$ cat src/design/fcma_pkg.sv
// fcma_pkg: shared constants and helpers for the four-channel moving average
// no dependencies; imported by fcma_channel and four_channel_moving_average_top
`timescale 1ns / 1ps

package fcma_pkg;

  // default configuration of the filter
  localparam int LONG_WINDOW_DEF  = 32;
  localparam int SHORT_WINDOW_DEF = 16;
  localparam int SAMPLE_BITS_DEF  = 12;

  // reset value of the current offset register
  localparam int OFFSET_RESET = 220;

  // register map, word index
  localparam int REG_CURRENT_OFFSET = 0;

  // right shift that turns a window sum into an average: floor(log2(depth))
  function automatic int avg_shift(input int depth);
    return $clog2(depth + 1) - 1;
  endfunction

endpackage

$ cat src/design/fcma_cell.sv
// fcma_cell: one window entry of a channel's sample line
// depends on nothing; instantiated in a row by fcma_channel
`timescale 1ns / 1ps

module fcma_cell #(
  parameter int WIDTH = 12
) (
  input  logic             clk,
  input  logic             rst,
  input  logic             shift,
  input  logic [WIDTH-1:0] din,
  output logic [WIDTH-1:0] dout
);

  logic [WIDTH-1:0] entry;

  always_ff @(posedge clk) begin
    if (rst) begin
      entry <= '0;
    end else if (shift) begin
      entry <= din;
    end
  end

  assign dout = entry;

endmodule

$ cat src/design/fcma_channel.sv
// fcma_channel: one boxcar channel, a row of fcma_cell plus the running sum
// depends on fcma_pkg and fcma_cell
`timescale 1ns / 1ps

module fcma_channel #(
  parameter int WIDTH     = 12,
  parameter int DEPTH     = 32,
  parameter bit IS_SIGNED = 1'b0
) (
  input  logic             clk,
  input  logic             rst,
  input  logic             shift,
  input  logic [WIDTH-1:0] din,
  output logic [WIDTH-1:0] avg
);

  import fcma_pkg::*;

  localparam int SH = avg_shift(DEPTH);
  localparam int EW = $clog2(DEPTH);
  localparam int TW = WIDTH + EW;

  logic [WIDTH-1:0] tap [DEPTH+1];
  logic [TW-1:0]    total;
  logic [TW-1:0]    total_next;
  logic [TW-1:0]    new_ext;
  logic [TW-1:0]    old_ext;
  logic [SH+TW-1:0] shifted;

  assign tap[0] = din;

  for (genvar k = 0; k < DEPTH; k++) begin : g_cell
    fcma_cell #(
      .WIDTH(WIDTH)
    ) u_cell (
      .clk  (clk),
      .rst  (rst),
      .shift(shift),
      .din  (tap[k]),
      .dout (tap[k+1])
    );
  end

  // last cell holds the oldest entry, the one that leaves the window
  assign new_ext    = {{EW{IS_SIGNED & din[WIDTH-1]}}, din};
  assign old_ext    = {{EW{IS_SIGNED & tap[DEPTH][WIDTH-1]}}, tap[DEPTH]};
  assign total_next = total - old_ext + new_ext;

  always_ff @(posedge clk) begin
    if (rst) begin
      total <= '0;
    end else if (shift) begin
      total <= total_next;
    end
  end

  // arithmetic shift for the signed channel, rounds toward minus infinity
  assign shifted = {{SH{IS_SIGNED & total[TW-1]}}, total} >> SH;
  assign avg     = shifted[WIDTH-1:0];

endmodule

$ cat src/design/four_channel_moving_average_top.sv
// four_channel_moving_average_top: four-channel boxcar filter for adc conversion sets
// depends on fcma_pkg, fcma_channel and fcma_cell
`timescale 1ns / 1ps
//
// usage
//   sample channel: one beat per conversion set (vout, iout, vbat, temp samples),
//   taken when sample_valid and sample_ready are both high
//   avg channel: one beat of four averages per accepted set, taken when avg_valid
//   and avg_ready are both high
//   apb port: one register, current_offset at byte address 0, subtracted from
//   every current sample; write it only while no beat is in flight
// output: the averages of a set appear in the cycle after its beat is accepted
// throughput: one set per cycle while avg_ready is high; each channel's running sum adds the new sample
//   and drops the oldest in the same cycle, the sample line shifts in step
// stall: while avg_valid is high and avg_ready low, the result holds and
//   sample_ready is low; ready returns in the cycle the result is taken
// reset: sample lines and running sums clear to zero, offset goes to 220,
//   avg_valid drops, sample_ready is low while rst is high
//
module four_channel_moving_average_top #(
  parameter int LONG_WINDOW  = fcma_pkg::LONG_WINDOW_DEF,
  parameter int SHORT_WINDOW = fcma_pkg::SHORT_WINDOW_DEF,
  parameter int SAMPLE_BITS  = fcma_pkg::SAMPLE_BITS_DEF
) (
  input  logic                          clk,
  input  logic                          rst,
  // conversion set
  input  logic                          sample_valid,
  output logic                          sample_ready,
  input  logic [SAMPLE_BITS-1:0]        vout_sample,
  input  logic [SAMPLE_BITS-1:0]        iout_sample,
  input  logic [SAMPLE_BITS-1:0]        vbat_sample,
  input  logic [SAMPLE_BITS-1:0]        temp_sample,
  // averages
  output logic                          avg_valid,
  input  logic                          avg_ready,
  output logic [SAMPLE_BITS-1:0]        vout_avg,
  output logic signed [SAMPLE_BITS:0]   iout_avg,
  output logic [SAMPLE_BITS-1:0]        vbat_avg,
  output logic [SAMPLE_BITS-1:0]        temp_avg,
  // apb register port
  input  logic                          psel,
  input  logic                          penable,
  input  logic                          pwrite,
  input  logic [2:0]                    paddr,
  input  logic [31:0]                   pwdata,
  output logic [31:0]                   prdata,
  output logic                          pready
);

  import fcma_pkg::*;

  logic [SAMPLE_BITS-1:0] current_offset;
  logic                   reg_write;
  logic                   reg_hit;
  logic                   accept;
  logic [SAMPLE_BITS:0]   iout_corr;
  logic [SAMPLE_BITS-1:0] temp_inv;
  logic [SAMPLE_BITS:0]   iout_avg_raw;

  // ---------------------------------------------------------------- register port
  assign pready    = 1'b1;
  // word index sits in paddr[2]; anything but index zero is ignored
  assign reg_hit   = (paddr[2] == 1'(REG_CURRENT_OFFSET));
  assign reg_write = psel && penable && pwrite && pready;

  always_ff @(posedge clk) begin
    if (rst) begin
      current_offset <= SAMPLE_BITS'(OFFSET_RESET);
    end else if (reg_write && reg_hit) begin
      current_offset <= pwdata[SAMPLE_BITS-1:0];
    end
  end

  always_comb begin
    prdata = '0;
    if (reg_hit) begin
      prdata[SAMPLE_BITS-1:0] = current_offset;
    end
  end

  // ---------------------------------------------------------------- handshake
  // the running sums double as the output register, so a new beat may enter
  // only when the slot is empty or being drained this cycle
  assign sample_ready = !rst && (!avg_valid || avg_ready);
  assign accept       = sample_valid && sample_ready;

  always_ff @(posedge clk) begin
    if (rst) begin
      avg_valid <= 1'b0;
    end else if (accept) begin
      avg_valid <= 1'b1;
    end else if (avg_ready) begin
      avg_valid <= 1'b0;
    end
  end

  // ---------------------------------------------------------------- input shaping
  // offset-corrected current, one bit wider, two's complement
  assign iout_corr = {1'b0, iout_sample} - {1'b0, current_offset};
  // full scale minus sample is the bitwise complement
  assign temp_inv  = ~temp_sample;

  // ---------------------------------------------------------------- channels
  fcma_channel #(
    .WIDTH    (SAMPLE_BITS),
    .DEPTH    (LONG_WINDOW),
    .IS_SIGNED(1'b0)
  ) u_vout (
    .clk  (clk),
    .rst  (rst),
    .shift(accept),
    .din  (vout_sample),
    .avg  (vout_avg)
  );

  fcma_channel #(
    .WIDTH    (SAMPLE_BITS + 1),
    .DEPTH    (LONG_WINDOW),
    .IS_SIGNED(1'b1)
  ) u_iout (
    .clk  (clk),
    .rst  (rst),
    .shift(accept),
    .din  (iout_corr),
    .avg  (iout_avg_raw)
  );

  assign iout_avg = $signed(iout_avg_raw);

  fcma_channel #(
    .WIDTH    (SAMPLE_BITS),
    .DEPTH    (LONG_WINDOW),
    .IS_SIGNED(1'b0)
  ) u_vbat (
    .clk  (clk),
    .rst  (rst),
    .shift(accept),
    .din  (vbat_sample),
    .avg  (vbat_avg)
  );

  // temperature runs on the short window
  fcma_channel #(
    .WIDTH    (SAMPLE_BITS),
    .DEPTH    (SHORT_WINDOW),
    .IS_SIGNED(1'b0)
  ) u_temp (
    .clk  (clk),
    .rst  (rst),
    .shift(accept),
    .din  (temp_inv),
    .avg  (temp_avg)
  );

endmodule

$ cat config.mk
export PLATFORM = sky130hd
export DESIGN_NAME = four_channel_moving_average_top
export DESIGN_NICKNAME = d
export VERILOG_FILES = /design/src/design/fcma_pkg.sv /design/src/design/fcma_cell.sv /design/src/design/fcma_channel.sv /design/src/design/four_channel_moving_average_top.sv
export SDC_FILE = /design/constraint.sdc
export NUM_CORES = 2
export LEC_CHECK = 0
export BUFFER_PORTS_ARGS = -buffer_cell sky130_fd_sc_hd__buf_4
export CORE_MARGIN = 2
export CORE_UTILIZATION = 45
export DETAILED_ROUTE_END_ITERATION = 8
export PLACE_DENSITY = 0.61
export SLEW_MARGIN = 20
export SYNTH_ARGS = -nofsm -noshare
export SYNTH_HDL_FRONTEND = slang
export SYNTH_SLANG_ARGS = --single-unit
export TNS_END_PERCENT = 5
$ cat constraint.sdc
create_clock -name clk -period 11.45 [get_ports clk]
set_input_delay 1.145 -clock clk [delete_from_list [all_inputs] [get_ports clk]]
set_output_delay 1.145 -clock clk [all_outputs]
set_load 0.1 [all_outputs]
# After elaboration in Yosys (flattened, before gate mapping)
# Index checks and enable logic that the tools add are counted.
dict set report totals {
  inputBits 90
  elab_cells 141
  output_inout_bits 84
  register_bits 1457
}
dict set report classes {
  mux 3
  n_reduce_logical 9
  add_sub_neg 9
  n_bitwise 2
}
# operator count
set ops {}
lappend ops {{$add 17x12->17} 2}
lappend ops {{$sub 17x12->17} 2}
lappend ops {{$add 18x18->18} 1}
lappend ops {{$sub 18x18->18} 1}
lappend ops {{$add 16x12->16} 1}
lappend ops {{$sub 16x12->16} 1}
lappend ops {{$sub 12x12->13} 1}
lappend ops {{$mux 12} 1}
lappend ops {{$not 12->12} 1}
lappend ops {{$logic_and 1x1->1} 5}
lappend ops {{$logic_not 1->1} 2}
lappend ops {{$mux 1} 2}
lappend ops {{$reduce_bool 2->1} 1}
lappend ops {{$logic_or 1x1->1} 1}
lappend ops {{$not 1->1} 1}

# Depth between registers and ports, before layout
dict set report depth {
  depth_word 5
  mapped_depth 21
  mapped_depth_nobuf 20
}

# By module
# A second synthesis with hierarchy kept.
dict set report unflattened {
  cells_unflattened 5546
  hier_area_um2 58090.7
}
# module n_inst seq_area_each_um2 cells_each area_per_inst_um2
set modules_own_cells {}
lappend modules_own_cells {{fcma_cell at u_temp.g_cell[0].u_cell ...} 80 240.2 38 420.4}
lappend modules_own_cells {{fcma_cell at u_iout.g_cell[0].u_cell ...} 32 260.2 42 474.2}
lappend modules_own_cells {{fcma_channel at u_vbat ...} 2 340.3 232 1923.1}
lappend modules_own_cells {{fcma_channel at u_iout} 1 360.3 270 2188.3}
lappend modules_own_cells {{fcma_channel at u_temp} 1 320.3 243 1935.6}
lappend modules_own_cells {four_channel_moving_average_top 1 260.2 185 1313.8}

# Worst setup path after synthesis
# OpenSTA, ideal clock, no wires.
dict set report synth_timing {
  path_type {input to register}
  startpoint {input iout_sample[0]}
  endpoint {register u_iout.total[17]}
  setup_ns 0.066
  path_buffers 1
  path_slack_ns 6.574
  path_stages 20
  arrival_ns 4.810
  required_time_ns 11.384
  cell_sequence {inv_1 -> ha_1 -> fa_1 -> nor2b_1 -> o21ai_1 -> a21boi_1 -> o31a_1 -> o21ai_1 -> o21bai_1 -> a21o_1 -> fa_1 -> inv_1 -> ha_1 -> clkbuf_1 -> a21oi_1 -> nand2_1 -> o31ai_2 -> mux2i_1 -> nand3_1 -> a21oi_2}
}
dict set report synth_via {
  elab_chain_len 2
}
# element line_no
set synth_rtl {}
lappend synth_rtl {{from (decl)} four_channel_moving_average_top.sv:31} ;# input logic [SAMPLE_BITS-1:0] iout_sample,
lappend synth_rtl {{$sub 12x12->13} four_channel_moving_average_top.sv:100} ;# assign iout_corr = {1'b0, iout_sample} - {1'b0, current_offset};
lappend synth_rtl {{$add 18x18->18} fcma_channel.sv:47} ;# assign total_next = total - old_ext + new_ext;
lappend synth_rtl {{to (signal assigned)} fcma_channel.sv:53} ;# total <= total_next;
lappend synth_rtl {{to (decl)} fcma_channel.sv:24} ;# logic [TW-1:0] total;
# Every way passes these cells.
# A chain may end at the register's enable or synchronous reset.

# Final worst setup path
# Ends and elaborated chain as after synthesis.

==> metrics.txt <==
post-layout net count=6988; area of the multi-input gates=approximately 23000 µm²; Clock Latency Late Sink=0.75 ns; largest net degree at the start of global routing=~260; post_cts resized=0; core area=121600 µm²; total setup buffers inserted after CTS=0; clock sinks=1457; Clock Tree Buf Depth=3; I/O pin total=approximately 170; type of origin of the critical path=input pin; Peak supply drop=181.3 µV; starting density of the core=45.28%; Crit Path Max Fanout=8; Most used DFF post-synth=dfxtp_1; initial antenna violation count=0; CP max stage cell=fa_1; most common cell after layout, fill and taps aside=nand2_1; fin. max-slew vios=0; crit path time final=approximately 5 ns; worst path arrival time=between 5 and 6 ns; Top delay family on crit path=compound AO/OA/AOI/OAI gates; GPL Wtd Cong=0.7977; WP depth=20; run status=completed; placed cell area=56000 µm²; global route total overflow=0; WHS Path Cells=2; Final Power=12.66 mW; Die Height=353.7 µm; first-pass GRT wire length=180900 µm; YS warnings=0; Antenna Cells=0; Mean Syn Cell Area=7.878 µm²; vias per cell=4.963; Final Setup Violations=0; worst hold path type=flop to flop; Layout Skew=0.03860 ns; Critical Path RT=around 12 ns; top cell type by total area after synthesis=dfxtp_1; power per cell area=207.2 nW/µm²; half-perimeter wire length after placement=57350 µm; Non-Filler Instances=roughly 8500; H-Tree Level Count=4; cts hold-fix bufs=0; worst-margin pin slew=1.430 ns; IO Port Bufs=between 100 and 150; most frequent cells in the layout=nand2_1, dfxtp_1, nand3_1; Buf/Inv on CP=3; crit path capture type=flop; vias in the first global route=approximately 39000; FF-to-FF path depth=18; Finished Cell Area=between 60000 and 70000 µm²; share of cells above drive strength 1=6.091%; Max Cap Viol=0; Synth area leaders=dfxtp_1, nand2_1, nand3_1, clkbuf_1, fa_1; Post-synth EDFFs=0; RSZ-0062 raised after global routing=false; setup TNS=0 ns; Filler Cell Count=11676; Mapped Area=55040 µm²; placed cell count=8233; Max-slew headroom=4.699%; DRT Pass-1 Iters=5; Post-synth ARST share=0%; DRT iter0 DRCs=3185; cell count after synthesis=6987; Critical Path Max Stage Delay=0.47 ns; Die Width=353.7 µm; # DRC=0; Synth cell types=71; Clk pin slew, worst setup/hold paths=0.07 ns; # rows=128; Yosys top cell area share=52.99%; Tcrit/Tclk final=43.72%; CP Class=input pin to flop; sequential area share after synthesis=52.99%; Layout area overhead=10.97%; Seq cells post-synth=1457; post-detailed-route wirelength per cell=12.47 µm; worst path cell trace=buf_4 > inv_1 > ha_1 > fa_1 > nor2b_1 > o21ai_1 > a21boi_1 > o31a_1 > o21ai_1 > o21bai_1 > a21o_1 > fa_1 > inv_1 > ha_1 > a21oi_1 > nand2_1 > o31ai_2 > mux2i_1 > a21o_2 > a21oi_2; max frequency=199.8 MHz; Global Route Usage Sum=16.55%; Final Hold Viols=0; Antenna Nets Post-Route=0; CTS tree=done; CTS buffer count=153; final WL=106100 µm; Die Area=125100 µm²; Leak=29.07 nW; DR vias=42207; Root Driver=clkbuf_16; FF+latch area=just under 30000 µm²
-- cells in the mapped netlist, drive strengths merged, types with 2 or more instances --
cell / instances
a211oi: 23
inv: 206
a31o: 6
nor2: 69
dfxtp: 1457
a32o: 3
a31oi: 5
o21a: 13
nor2b: 13
nand2: 2727
nor3: 16
o31a: 2
o21ai: 93
nand2b: 8
o211ai: 12
a311oi: 2
a21o: 32
a41oi: 4
a21boi: 5
or3: 4
ha: 81
buf: 224
a211o: 4
clkbuf: 333
o21bai: 9
nand3: 1383
xnor2: 28
o31ai: 40
nand4: 9
mux2i: 4
a21oi: 63
and2: 4
and3: 12
conb: 2
fa: 54
xor2: 17
-- power breakdown --
group | total, mW | internal [mW] | switching, mW
Clock | 4.95 | 2.97 | 1.98
Sequential | 5.28 | 5.19 | 0.0946
Combinational | 2.42 | 0.736 | 1.68
-- worst register-to-register path, delay by kind of cell (launching register included) --
family | cells | cell delay (ns)
compound gates | 10 | 2.32
fa+ha+maj | 4 | 1.45
buf+inv | 1 | 0.07
flops | 1 | 0.31
mux | 1 | 0.26
simple gates | 2 | 0.24
-- stage by stage --
stage          util (%)  hold WS (ns)  setup WS [ns]
6_report          50.25        0.4223          6.444
5_1_grt           50.25        0.4392          5.981
4_1_cts           50.24        0.4208          6.377
3_5_place_dp      46.07        0.4237          5.584
3_3_place_gp      46.07        0.4192          5.566
2_1_floorplan         -        0.4072          6.574
-- flip-flops by register name, indices dropped and copies added (netlist names) --
signal / count
u_iout.g_cell.u_cell.dout: 416
u_vbat.g_cell.u_cell.dout: 384
u_vout.g_cell.u_cell.dout: 384
u_temp.g_cell.u_cell.dout: 192
u_iout.total: 18
u_vbat.total: 17
u_vout.total: 17
u_temp.total: 16
current_offset: 12
avg_valid: 1
-- worst paths after layout --
| check | from | end | slack (ns) |
|---|---|---|---|
| setup / recovery | iout_sample[0] | u_iout.total[17]$_SDFFE_PP0P_ | 6.44 |
| hold / removal | u_vbat.g_cell[2].u_cell.dout[3]$_SDFFE_PP0P_ | u_vbat.g_cell[3].u_cell.dout[3]$_SDFFE_PP0P_ | 0.42 |
| setup reg to reg | current_offset[0]$_SDFFE_PP0P_ | u_iout.total[17]$_SDFFE_PP0P_ | 6.66 |
| hold reg to reg | u_vbat.g_cell[2].u_cell.dout[3]$_SDFFE_PP0P_ | u_vbat.g_cell[3].u_cell.dout[3]$_SDFFE_PP0P_ | 0.42 |
-- per-layer routing --
metal | global-route usage, % | vias up | part of all wire (%)
met2 | 27.50 | 456 | 45
met3 | 2.732 | 145 | 3.1
met4 | 5.438 | 0 | 2.3
li1 | - | 22017 | -
met1 | 21.89 | 19589 | 50
met5 | 0 | - | 0
-- logic make-up (layout without fill, tap and decap cells) --
| kind of cell | Yosys count | in the layout | share of synthesized area, % |
|---|---|---|---|
| AND/OR/NAND/NOR | 4254 | 4254 | 32.51 |
| flip-flops | 1457 | 1457 | 52.99 |
| buffers and inverters | 763 | 636 | 5.992 |
| AO/OA/AOI/OAI | 326 | 326 | 3.878 |
| adder cells (fa/ha/maj) | 135 | 135 | 3.805 |
| XOR/XNOR | 45 | 45 | 0.7161 |
| multiplexers | 5 | 5 | 0.09320 |
| other | 2 | 21 | 0.01364 |
-- cell type report --
class / count / area share (%)
clock buffer: 217 / 7.141
clock inverter: 54 / 1.160
inverter: 206 / 1.278
multi-input combinational: 4786 / 37.11
sequential: 1457 / 47.76
tap: 1625 / 3.329
timing repair buffer: 159 / 2.227
(Power assumes the default switching activity.)
